===== src/sv/vertex_skinning_blend_core_assert.svh =====
// ----------------------------------------------------------------------------
// vertex skinning blend assertion macros
// shared concurrent check forms, clocked on clk and disabled in reset
// ----------------------------------------------------------------------------
`ifndef VERTEX_SKINNING_BLEND_CORE_ASSERT_SVH
`define VERTEX_SKINNING_BLEND_CORE_ASSERT_SVH

// consequent must hold in the cycle after the antecedent
`define VSB_ASSERT_NEXT(lbl, ante, cons) \
    lbl: assert property (@(posedge clk) disable iff (!rst_n) (ante) |=> (cons)) \
        else $error("skinning core check failed");

// consequent must hold in the same cycle as the antecedent
`define VSB_ASSERT_SAME(lbl, ante, cons) \
    lbl: assert property (@(posedge clk) disable iff (!rst_n) (ante) |-> (cons)) \
        else $error("skinning core check failed");

`endif


===== src/sv/vsb_pkg.sv =====
// ----------------------------------------------------------------------------
// vsb_pkg
// beat types, widths and saturation helper for the skinning core
// ----------------------------------------------------------------------------
package vsb_pkg;

    localparam int ELEMS       = 12;
    localparam int LANES       = 4;
    localparam int WEIGHT_BITS = 16;
    localparam int WEIGHT_ONE  = 65536;
    localparam int W_W         = 20;          // signed weight, remainder may go negative
    localparam int PROD_W      = 64;
    localparam int SUM_W       = 66;
    localparam int WPROD_W     = 32 + W_W;
    localparam int ACC_W       = WPROD_W + 2;

    typedef enum logic {
        ACT_LOAD = 1'b0,
        ACT_VERTEX = 1'b1
    } vsb_action_t;

    typedef struct packed {
        logic               action;
        logic [3:0]         slot;
        logic signed [31:0] pos_x;
        logic signed [31:0] pos_y;
        logic signed [31:0] pos_z;
        logic [5:0]         bone_a;
        logic [5:0]         bone_b;
        logic [5:0]         bone_c;
        logic [5:0]         bone_d;
        logic [16:0]        weight_a;
        logic [16:0]        weight_b;
        logic [16:0]        weight_c;
    } vsb_in_t;

    typedef struct packed {
        logic signed [31:0] out_x;
        logic signed [31:0] out_y;
        logic signed [31:0] out_z;
    } vsb_out_t;

    // palette element write, broadcast to every lane copy
    typedef struct packed {
        logic               we;
        logic               inr;
        logic [3:0]         slot;
        logic [5:0]         bone;
        logic signed [31:0] data;
    } vsb_wr_t;

    function automatic logic signed [31:0] sat32(input logic signed [SUM_W-1:0] v);
        logic signed [SUM_W-1:0] hi;
        logic signed [SUM_W-1:0] lo;
        hi = SUM_W'(32'sh7fffffff);
        lo = -SUM_W'(33'sh080000000);
        if (v > hi)
            return 32'sh7fffffff;
        else if (v < lo)
            return 32'sh80000000;
        else
            return v[31:0];
    endfunction

endpackage


===== src/sv/vsb_merge.sv =====
// ----------------------------------------------------------------------------
// vsb_merge
// sums the weighted lane products, rounds off the weight fraction, saturates
// ----------------------------------------------------------------------------
module vsb_merge
    import vsb_pkg::*;
(
    input  logic                      clk,
    input  logic                      en,
    input  logic signed [WPROD_W-1:0] px [LANES],
    input  logic signed [WPROD_W-1:0] py [LANES],
    input  logic signed [WPROD_W-1:0] pz [LANES],
    output vsb_out_t                  res
);
    logic signed [ACC_W-1:0] acc_reg [3];
    logic signed [ACC_W-1:0] acc_next [3];
    logic signed [ACC_W-1:0] rnd [3];

    always_comb
    begin
        for (int c = 0; c < 3; c++)
        begin
            acc_next[c] = '0;
        end
        for (int k = 0; k < LANES; k++)
        begin
            acc_next[0] = acc_next[0] + ACC_W'(px[k]);
            acc_next[1] = acc_next[1] + ACC_W'(py[k]);
            acc_next[2] = acc_next[2] + ACC_W'(pz[k]);
        end
        for (int c = 0; c < 3; c++)
        begin
            rnd[c] = (acc_reg[c] + (ACC_W'(1) <<< (WEIGHT_BITS - 1))) >>> WEIGHT_BITS;
        end
        res.out_x = sat32(SUM_W'(rnd[0]));
        res.out_y = sat32(SUM_W'(rnd[1]));
        res.out_z = sat32(SUM_W'(rnd[2]));
    end

    always_ff @(posedge clk)
    begin
        if (en)
        begin
            acc_reg <= acc_next;
        end
    end
endmodule


===== config.mk =====
export PLATFORM = sky130hd
export DESIGN_NAME = vsb_merge
export DESIGN_NICKNAME = d
export VERILOG_FILES = /design/src/sv/vertex_skinning_blend_core_assert.svh /design/src/sv/vsb_pkg.sv /design/src/sv/vsb_merge.sv
export SDC_FILE = /design/constraint.sdc
export NUM_CORES = 1
export LEC_CHECK = 0
export BUFFER_PORTS_ARGS = -buffer_cell sky130_fd_sc_hd__clkbuf_2
export CORE_AREA = 2 2 283 285
export CTS_CLUSTER_DIAMETER = 80
export DETAILED_ROUTE_END_ITERATION = 10
export DIE_AREA = 0 0 285 287
export PLACE_DENSITY_LB_ADDON = 0.3
export SKIP_LAST_GASP = 1
export SYNTH_ARGS = -nofsm -noshare
export SYNTH_HDL_FRONTEND = slang
export SYNTH_SLANG_ARGS = --single-unit

===== constraint.sdc =====
create_clock -name clk -period 5.3 [get_ports clk]
set_input_delay 0.265 -clock clk [delete_from_list [all_inputs] [get_ports clk]]
set_output_delay 0.265 -clock clk [all_outputs]
set_load 0.05 [all_outputs]

==> results.cfg, run 1 <==
[floorplanning]
core_area_um2 = 78600
fp.dieArea_um2 = 81800
row_count = 103
pin_count = 722
floorplan.die.height_um = 287
die_w_um = 285
initial_core_util_pct = 28.0

[route]
vias_per_cell = 4.32
dr.first_iter.drc_count = 699
wirelength_mm = 65.3
drcViolationCount = 0
total_number_of_vias = 18900
routed_wire_length_per_instance_um = 14.9
ant_nets = 0
first_pass_iters = 5

[clock_tree]
cts_hold_buffers = 0
cts.sink_count = 117
postCtsSetupRepairBufs = 0
clk_transition_reported_paths_ns = 0.07
h-tree-depth = 4
clk_path_buf_depth = 2
tritoncts = built
clockRootBuffer = sky130_fd_sc_hd__clkbuf_16
cts-resized-gates = 0
inserted_clock_buffers = 17

[power]
power_density_nw_per_um2 = 433
p_clk_share_pct = 10.9
power_mw = 11.9
leakage_power_nw = 15.0
ir_drop_mv = 0.254
switching_fraction_of_total_power_pct = 54.6
power.sequential.fraction_pct = 19.0
cell_internal_pwr_mw = 5.41
total_switching_power_mw = 6.51
p_comb_share_pct = 70.0

[timing]
hold_viol = 0
max_slew_margin_pct = 38.4
finalCritPeriodShare_pct = 86.1
post-route-min-period_ns = 4.56
timing.fmax_ghz = 0.219
finalSetupTns_ns = 0
finalSetupViolCount = 0
worst_slew_pin_slew_ns = 0.914
grt_setup_unrepaired = no
timing_max_transition_violations_final = 0
fin_ws_ns = 0.736

[setup_path]
critical_path.n_buffers_inverters = 1
critPathCaptureType = primary output
worstSetupPathType = flop to primary output
timing.critical_path.required_ns = 5.04
timing.critical_path.cells = and3_1, nand4_1, or3_1, nor4_1, nand2b_1, nor2_1, xor2_1, o31a_1, o21ai_0, clkbuf_2
largest_delay_share_family_worst_path = simple AND/OR/NAND/NOR gates
crit_path_start_kind = flop
critical_path_slowest_stage_cell = sky130_fd_sc_hd__o31a_1
timing.critical_path.fanout_max = 28
timing.critical_path.arrival_ns = 4.30
cp_slowest_stage_delay_ns = 0.72

[synthesis]
xor_xnor_fraction_of_synth_area_pct = 8.20
dominant_cell_type_by_area_after_synthesis = sky130_fd_sc_hd__fa_1
asyncSetResetFlopFracSynth_pct = 0
synth-edff-count = 117
synthMuxAreaShare_pct = 0.0967
synth_cell_types = 73
syn_area_um2 = 22000
avg_synthesized_cell_area_um2 = 8.48
count_of_warnings_emitted_by_yosys = 0
main_combinational_cell_family_by_area_after_synthesis = adder cells
synthAdderAreaFrac_pct = 37.3
synth.top_cells.by_area = sky130_fd_sc_hd__fa_1 (28%), sky130_fd_sc_hd__edfxtp_1 (16%), sky130_fd_sc_hd__inv_1 (15%)
yosys_register_bits = 117
synth_nets = 3687
yosys.area_share.simple_pct = 11.0
share_of_synthesized_area_occupied_by_flip_flops_and_latches_pct = 16.0
synth_top_area_share_pct = 28.4
postSynthCellCount = 2593
synth_area_in_compound_gates_pct = 12.1
postSynth.topFlopCell = sky130_fd_sc_hd__edfxtp_1

[grt]
grt_use_total_pct = 16.0
grt_first_pass_wirelength_mm = 103
grt_start_max_net_pins = 44
initial_antenna_violation_count = 2
overflow = 0
number_of_global_route_vias_before_repair = 19400

[finish]
area_growth_pct = 25.3
largest_register_ffs = 117
drive_above_1_share_pct = 23.5
finalNetCount = 4415

[placed_design]
port-buffer-count = 721
gp_congestion = 0.900
dpl_worst_slack_ns = 0.615
dp.final_hpwl_mm = 58.8

[worst_hold_path]
min_delay_worst_endpoint = acc_reg[123]$_DFFE_PP_
worstHoldPathCells = 1
worst_hold_startpoint = en
hold_path.class = input pin to flop

[outcome]
result_of_the_run = completed

[job]
drv_cap = 0
==> worst max path at each step <==
stage	startpoint	to	slack [ns]	cells after the start
finish	acc_reg[128]$_DFFE_PP_	res[73]	0.74	10
global route	acc_reg[128]$_DFFE_PP_	res[73]	0.22	10
CTS	acc_reg[128]$_DFFE_PP_	res[73]	0.66	10
detailed placement	px[8]	acc_reg[161]$_DFFE_PP_	0.61	17
global placement	px[8]	acc_reg[161]$_DFFE_PP_	0.63	17
floorplan	pz[18]	acc_reg[53]$_DFFE_PP_	1.46	15
==> logic make-up after synthesis <==
logic type | Yosys count
compound gates | 430
xor+xnor | 206
fa+ha+maj | 468
buf+inv | 891
flops | 117
mux | 2
simple gates | 479
==> power groups by stage <==
stage               Sequential, mW  Combinational (mW)  Clock [mW]
CTS                           2.27                8.47        1.36
floorplan                     2.11                6.15           0
global placement              2.28                8.42           0
detailed placement            2.27                8.39           0
finish                        2.27                8.35        1.30
global route                  2.34                9.22        1.38
==> cell usage after synthesis, types with 13 or more instances <==
master,number
sky130_fd_sc_hd__o21ai_0,110
sky130_fd_sc_hd__nand4_1,38
sky130_fd_sc_hd__a21oi_1,109
sky130_fd_sc_hd__xnor2_1,102
sky130_fd_sc_hd__xor2_1,104
sky130_fd_sc_hd__a21o_1,53
sky130_fd_sc_hd__fa_1,312
sky130_fd_sc_hd__nand2_1,105
sky130_fd_sc_hd__and3_1,30
sky130_fd_sc_hd__nor2b_1,15
sky130_fd_sc_hd__and2_1,21
sky130_fd_sc_hd__ha_1,156
sky130_fd_sc_hd__nand2b_1,15
sky130_fd_sc_hd__a31oi_1,14
sky130_fd_sc_hd__o21ai_1,34
sky130_fd_sc_hd__nor3_1,35
sky130_fd_sc_hd__nor2_1,107
sky130_fd_sc_hd__o21a_1,15
sky130_fd_sc_hd__inv_1,865
sky130_fd_sc_hd__nand3_1,72
sky130_fd_sc_hd__o21bai_1,13
sky130_fd_sc_hd__buf_2,14
sky130_fd_sc_hd__edfxtp_1,117
==> layer usage <==
| layer | part of all wire [%] | GRT usage (%) | vias up |
|---|---|---|---|
| met2 | 50 | 27.8 | 524 |
| li1 | - | - | 9510 |
| met1 | 44 | 20.6 | 8854 |
| met3 | 5.1 | 2.87 | 54 |
| met5 | 0.012 | 0 | - |
| met4 | 1.7 | 3.98 | 2 |
==> area by class of cell <==
class                           instances  area, um^2
Clock inverter                         15         219
Tap cell                             1050        1310
Fill cell                            8379       51100
Sequential cell                       117        3510
Antenna cell                            2        5.00
Clock buffer                           17         425
Multi-Input combinational cell       1585       15100
Timing Repair Buffer                  735        3720
Inverter                              865        3250
==> metrics by stage <==
stage	hold slack (ns)	util (%)	cell area [um^2]	instances
after floorplan	0.377	-	22000	2593
after global placement	0.815	34.2	26900	4352
after detailed placement	0.820	34.2	26900	4352
after CTS	0.271	35.0	27600	4384
after global routing	0.293	35.1	27600	4385
final	0.306	35.1	27600	4386
==> layout by cell type (no fill, tap or decap), types with 6 or more instances in the layout <==
| cell | n |
|---|---|
| sky130_fd_sc_hd__inv_1 | 865 |
| sky130_fd_sc_hd__clkbuf_2 | 720 |
| sky130_fd_sc_hd__fa_1 | 312 |
| sky130_fd_sc_hd__ha_1 | 156 |
| sky130_fd_sc_hd__edfxtp_1 | 117 |
| sky130_fd_sc_hd__o21ai_0 | 110 |
| sky130_fd_sc_hd__a21oi_1 | 109 |
| sky130_fd_sc_hd__nor2_1 | 107 |
| sky130_fd_sc_hd__nand2_1 | 105 |
| sky130_fd_sc_hd__xor2_1 | 104 |
| sky130_fd_sc_hd__xnor2_1 | 102 |
| sky130_fd_sc_hd__nand3_1 | 72 |
| sky130_fd_sc_hd__a21o_1 | 53 |
| sky130_fd_sc_hd__nand4_1 | 38 |
| sky130_fd_sc_hd__nor3_1 | 35 |
| sky130_fd_sc_hd__o21ai_1 | 34 |
| sky130_fd_sc_hd__and3_1 | 30 |
| sky130_fd_sc_hd__and2_1 | 21 |
| sky130_fd_sc_hd__clkbuf_16 | 17 |
| sky130_fd_sc_hd__nor2b_1 | 15 |
| sky130_fd_sc_hd__nand2b_1 | 15 |
| sky130_fd_sc_hd__o21a_1 | 15 |
| sky130_fd_sc_hd__buf_4 | 15 |
| sky130_fd_sc_hd__a31oi_1 | 14 |
| sky130_fd_sc_hd__o21bai_1 | 13 |
| sky130_fd_sc_hd__o22ai_1 | 9 |
| sky130_fd_sc_hd__o31ai_1 | 8 |
| sky130_fd_sc_hd__a211oi_1 | 7 |
| sky130_fd_sc_hd__and4_1 | 7 |
| sky130_fd_sc_hd__nand4b_1 | 6 |
| sky130_fd_sc_hd__nor3b_1 | 6 |
Power figures use the tool's default switching activity.
==> run 2: changes to the inputs <==
- CELL_PAD_IN_SITES_DETAIL_PLACEMENT: default -> 2
- CELL_PAD_IN_SITES_GLOBAL_PLACEMENT: default -> 2
- CORE_AREA: 2 2 283 285 -> 2 2 282 284
- DIE_AREA: 0 0 285 287 -> 0 0 284 286
==> results.cfg, run 2 (synthesized netlist as in run 1, its figures left out) <==
[placed_design]
gp_congestion = 0.880
dp.final_hpwl_mm = 71.8
port-buffer-count = 721
placed_cells_incl_taps = 4351
placement.cell_area_um2 = 26900

[timing]
finalCritPeriodShare_pct = 86.0
timing_max_transition_violations_final = 0
hold_viol = 0
worst_slew_pin_slew_ns = 0.991
post-route-min-period_ns = 4.56
max_slew_margin_pct = 33.4
finalSetupViolCount = 0
finalSetupTns_ns = 0
grt_setup_unrepaired = no
timing.fmax_ghz = 0.219
timing.hold.ws_ns = 0.351

[route]
drcViolationCount = 0
ant_nets = 0
total_number_of_vias = 19900
first_pass_iters = 5
routed_wire_length_per_instance_um = 18.0
wirelength_mm = 78.8
dr.first_iter.drc_count = 524
vias_per_cell = 4.53

[setup_path]
cp_slowest_stage_delay_ns = 0.65
timing.critical_path.required_ns = 5.50
critical_path_slowest_stage_cell = sky130_fd_sc_hd__fa_1
critPathCaptureType = flop
crit_path_start_kind = input pin
endpoint = acc_reg[151]$_DFFE_PP_
timing.critical_path.fanout_max = 5
timing.critical_path.cells = clkbuf_2, inv_1, fa_1, fa_1, inv_1, ha_1, nand4_1, nor3_1, o2111ai_1, a31oi_1, o21ai_0, and2_1, o21ai_1, a31o_2, mux2i_1, o2111ai_1
cp-startpoint = px[18]
worstSetupPathType = input pin to flop
timing.critical_path.arrival_ns = 4.76

[clock_tree]
postCtsSetupRepairBufs = 0
cts.sink_count = 117
cts_hold_buffers = 0
clockRootBuffer = sky130_fd_sc_hd__clkbuf_16
clk_path_buf_depth = 2
h-tree-depth = 4
cts-resized-gates = 0
clk_transition_reported_paths_ns = 0.07
inserted_clock_buffers = 17
tritoncts = built

[floorplanning]
pin_count = 722
die_w_um = 284
core_area_um2 = 78400
floorplan.die.height_um = 286
row_count = 103
fp.dieArea_um2 = 81200
initial_core_util_pct = 28.1

[finish]
largest_register_ffs = 117
layout.cells.most_common = sky130_fd_sc_hd__inv_1
final_cell_mix = sky130_fd_sc_hd__inv_1 (865), sky130_fd_sc_hd__clkbuf_2 (720), sky130_fd_sc_hd__fa_1 (312)
area_growth_pct = 25.0
fillers = 9226
finalNetCount = 4414
layout.cells.non_filler = 4385
final_util_pct = 35.1
sequential_cell_area_um2 = 3510
multi_input_area_um2 = 15100
final_area_um2 = 27500
drive_above_1_share_pct = 23.5

[grt]
grt_use_total_pct = 19.6
overflow = 0
grt_first_pass_wirelength_mm = 124
grt_start_max_net_pins = 49
number_of_global_route_vias_before_repair = 22500
initial_antenna_violation_count = 2

[worst_hold_path]
hold_path.class = input pin to flop

[power]
ir_drop_mv = 0.393
p_clk_share_pct = 10.0
switching_fraction_of_total_power_pct = 56.0
total_switching_power_mw = 6.81
power_density_nw_per_um2 = 442
leakage_power_nw = 15.0
cell_internal_pwr_mw = 5.35
power.sequential.fraction_pct = 18.8
p_comb_share_pct = 71.2

[job]
drv_cap = 0

[outcome]
result_of_the_run = completed
==> run 2: cell count changes in the layout (fill, tap and decap cells not counted), sizes merged <==
| cell | before | now |
|---|---|---|
| buf | 15 | 14 |
| bufinv | 4 | 2 |
| clkinv | 4 | 6 |
| clkinvlp | 2 | 1 |
| inv | 870 | 871 |
==> run 2: final cells by class <==
type | count | share of cell area [%]
Sequential cell | 117 | 12.8
Clock inverter | 15 | 0.619
Multi-Input combinational cell | 1585 | 55.0
Tap cell | 1050 | 4.78
Clock buffer | 17 | 1.55
Antenna cell | 2 | 0.0182
Inverter | 865 | 11.8
Timing Repair Buffer | 734 | 13.5
==> run 2: worst min-delay path by stage <==
stage          from                endpoint  slack, ns  cells past startpoint
2_1_floorplan    en  acc_reg[100]$_DFFE_PP_       0.38                      0
3_3_place_gp     en   acc_reg[85]$_DFFE_PP_       0.85                      1
3_5_place_dp     en   acc_reg[85]$_DFFE_PP_       0.85                      1
4_1_cts          en   acc_reg[85]$_DFFE_PP_       0.33                      1
5_1_grt          en   acc_reg[85]$_DFFE_PP_       0.36                      1
6_report         en   acc_reg[85]$_DFFE_PP_       0.35                      1
==> run 2: power groups by stage <==
stage / Combinational, mW / Sequential (mW) / Clock [mW]
3_5_place_dp: 8.76 / 2.29 / 0
3_3_place_gp: 8.63 / 2.27 / 0
2_1_floorplan: 6.15 / 2.11 / 0
6_report: 8.65 / 2.29 / 1.22
4_1_cts: 8.83 / 2.29 / 1.27
5_1_grt: 9.56 / 2.37 / 1.29
==> run 2: layer usage <==
metal	up-vias	part of all wire (%)	routed length (um)	global-route usage, %
li1	9482	-	-	-
met1	9881	40	31400	22.7
met2	431	53	42100	36.9
met3	68	3.9	3100	3.29
met4	2	2.8	2180	5.91
met5	-	0.016	13	0
==> run 2: critical path, delay by kind of cell <==
family / cells / cell delay [ns]
multiplexers: 1 / 0.20
buffers and inverters: 3 / 0.20
adder cells (fa/ha/maj): 3 / 1.58
AND/OR/NAND/NOR: 3 / 0.78
AO/OA/AOI/OAI: 6 / 1.72
==> run 2: through the flow <==
step	setup slack (ns)	total power, mW
2_1_floorplan	1.46	8.26
5_1_grt	0.345	13.2
4_1_cts	0.593	12.4
3_5_place_dp	0.158	11.1
6_report	0.743	12.2
3_3_place_gp	0.294	10.9
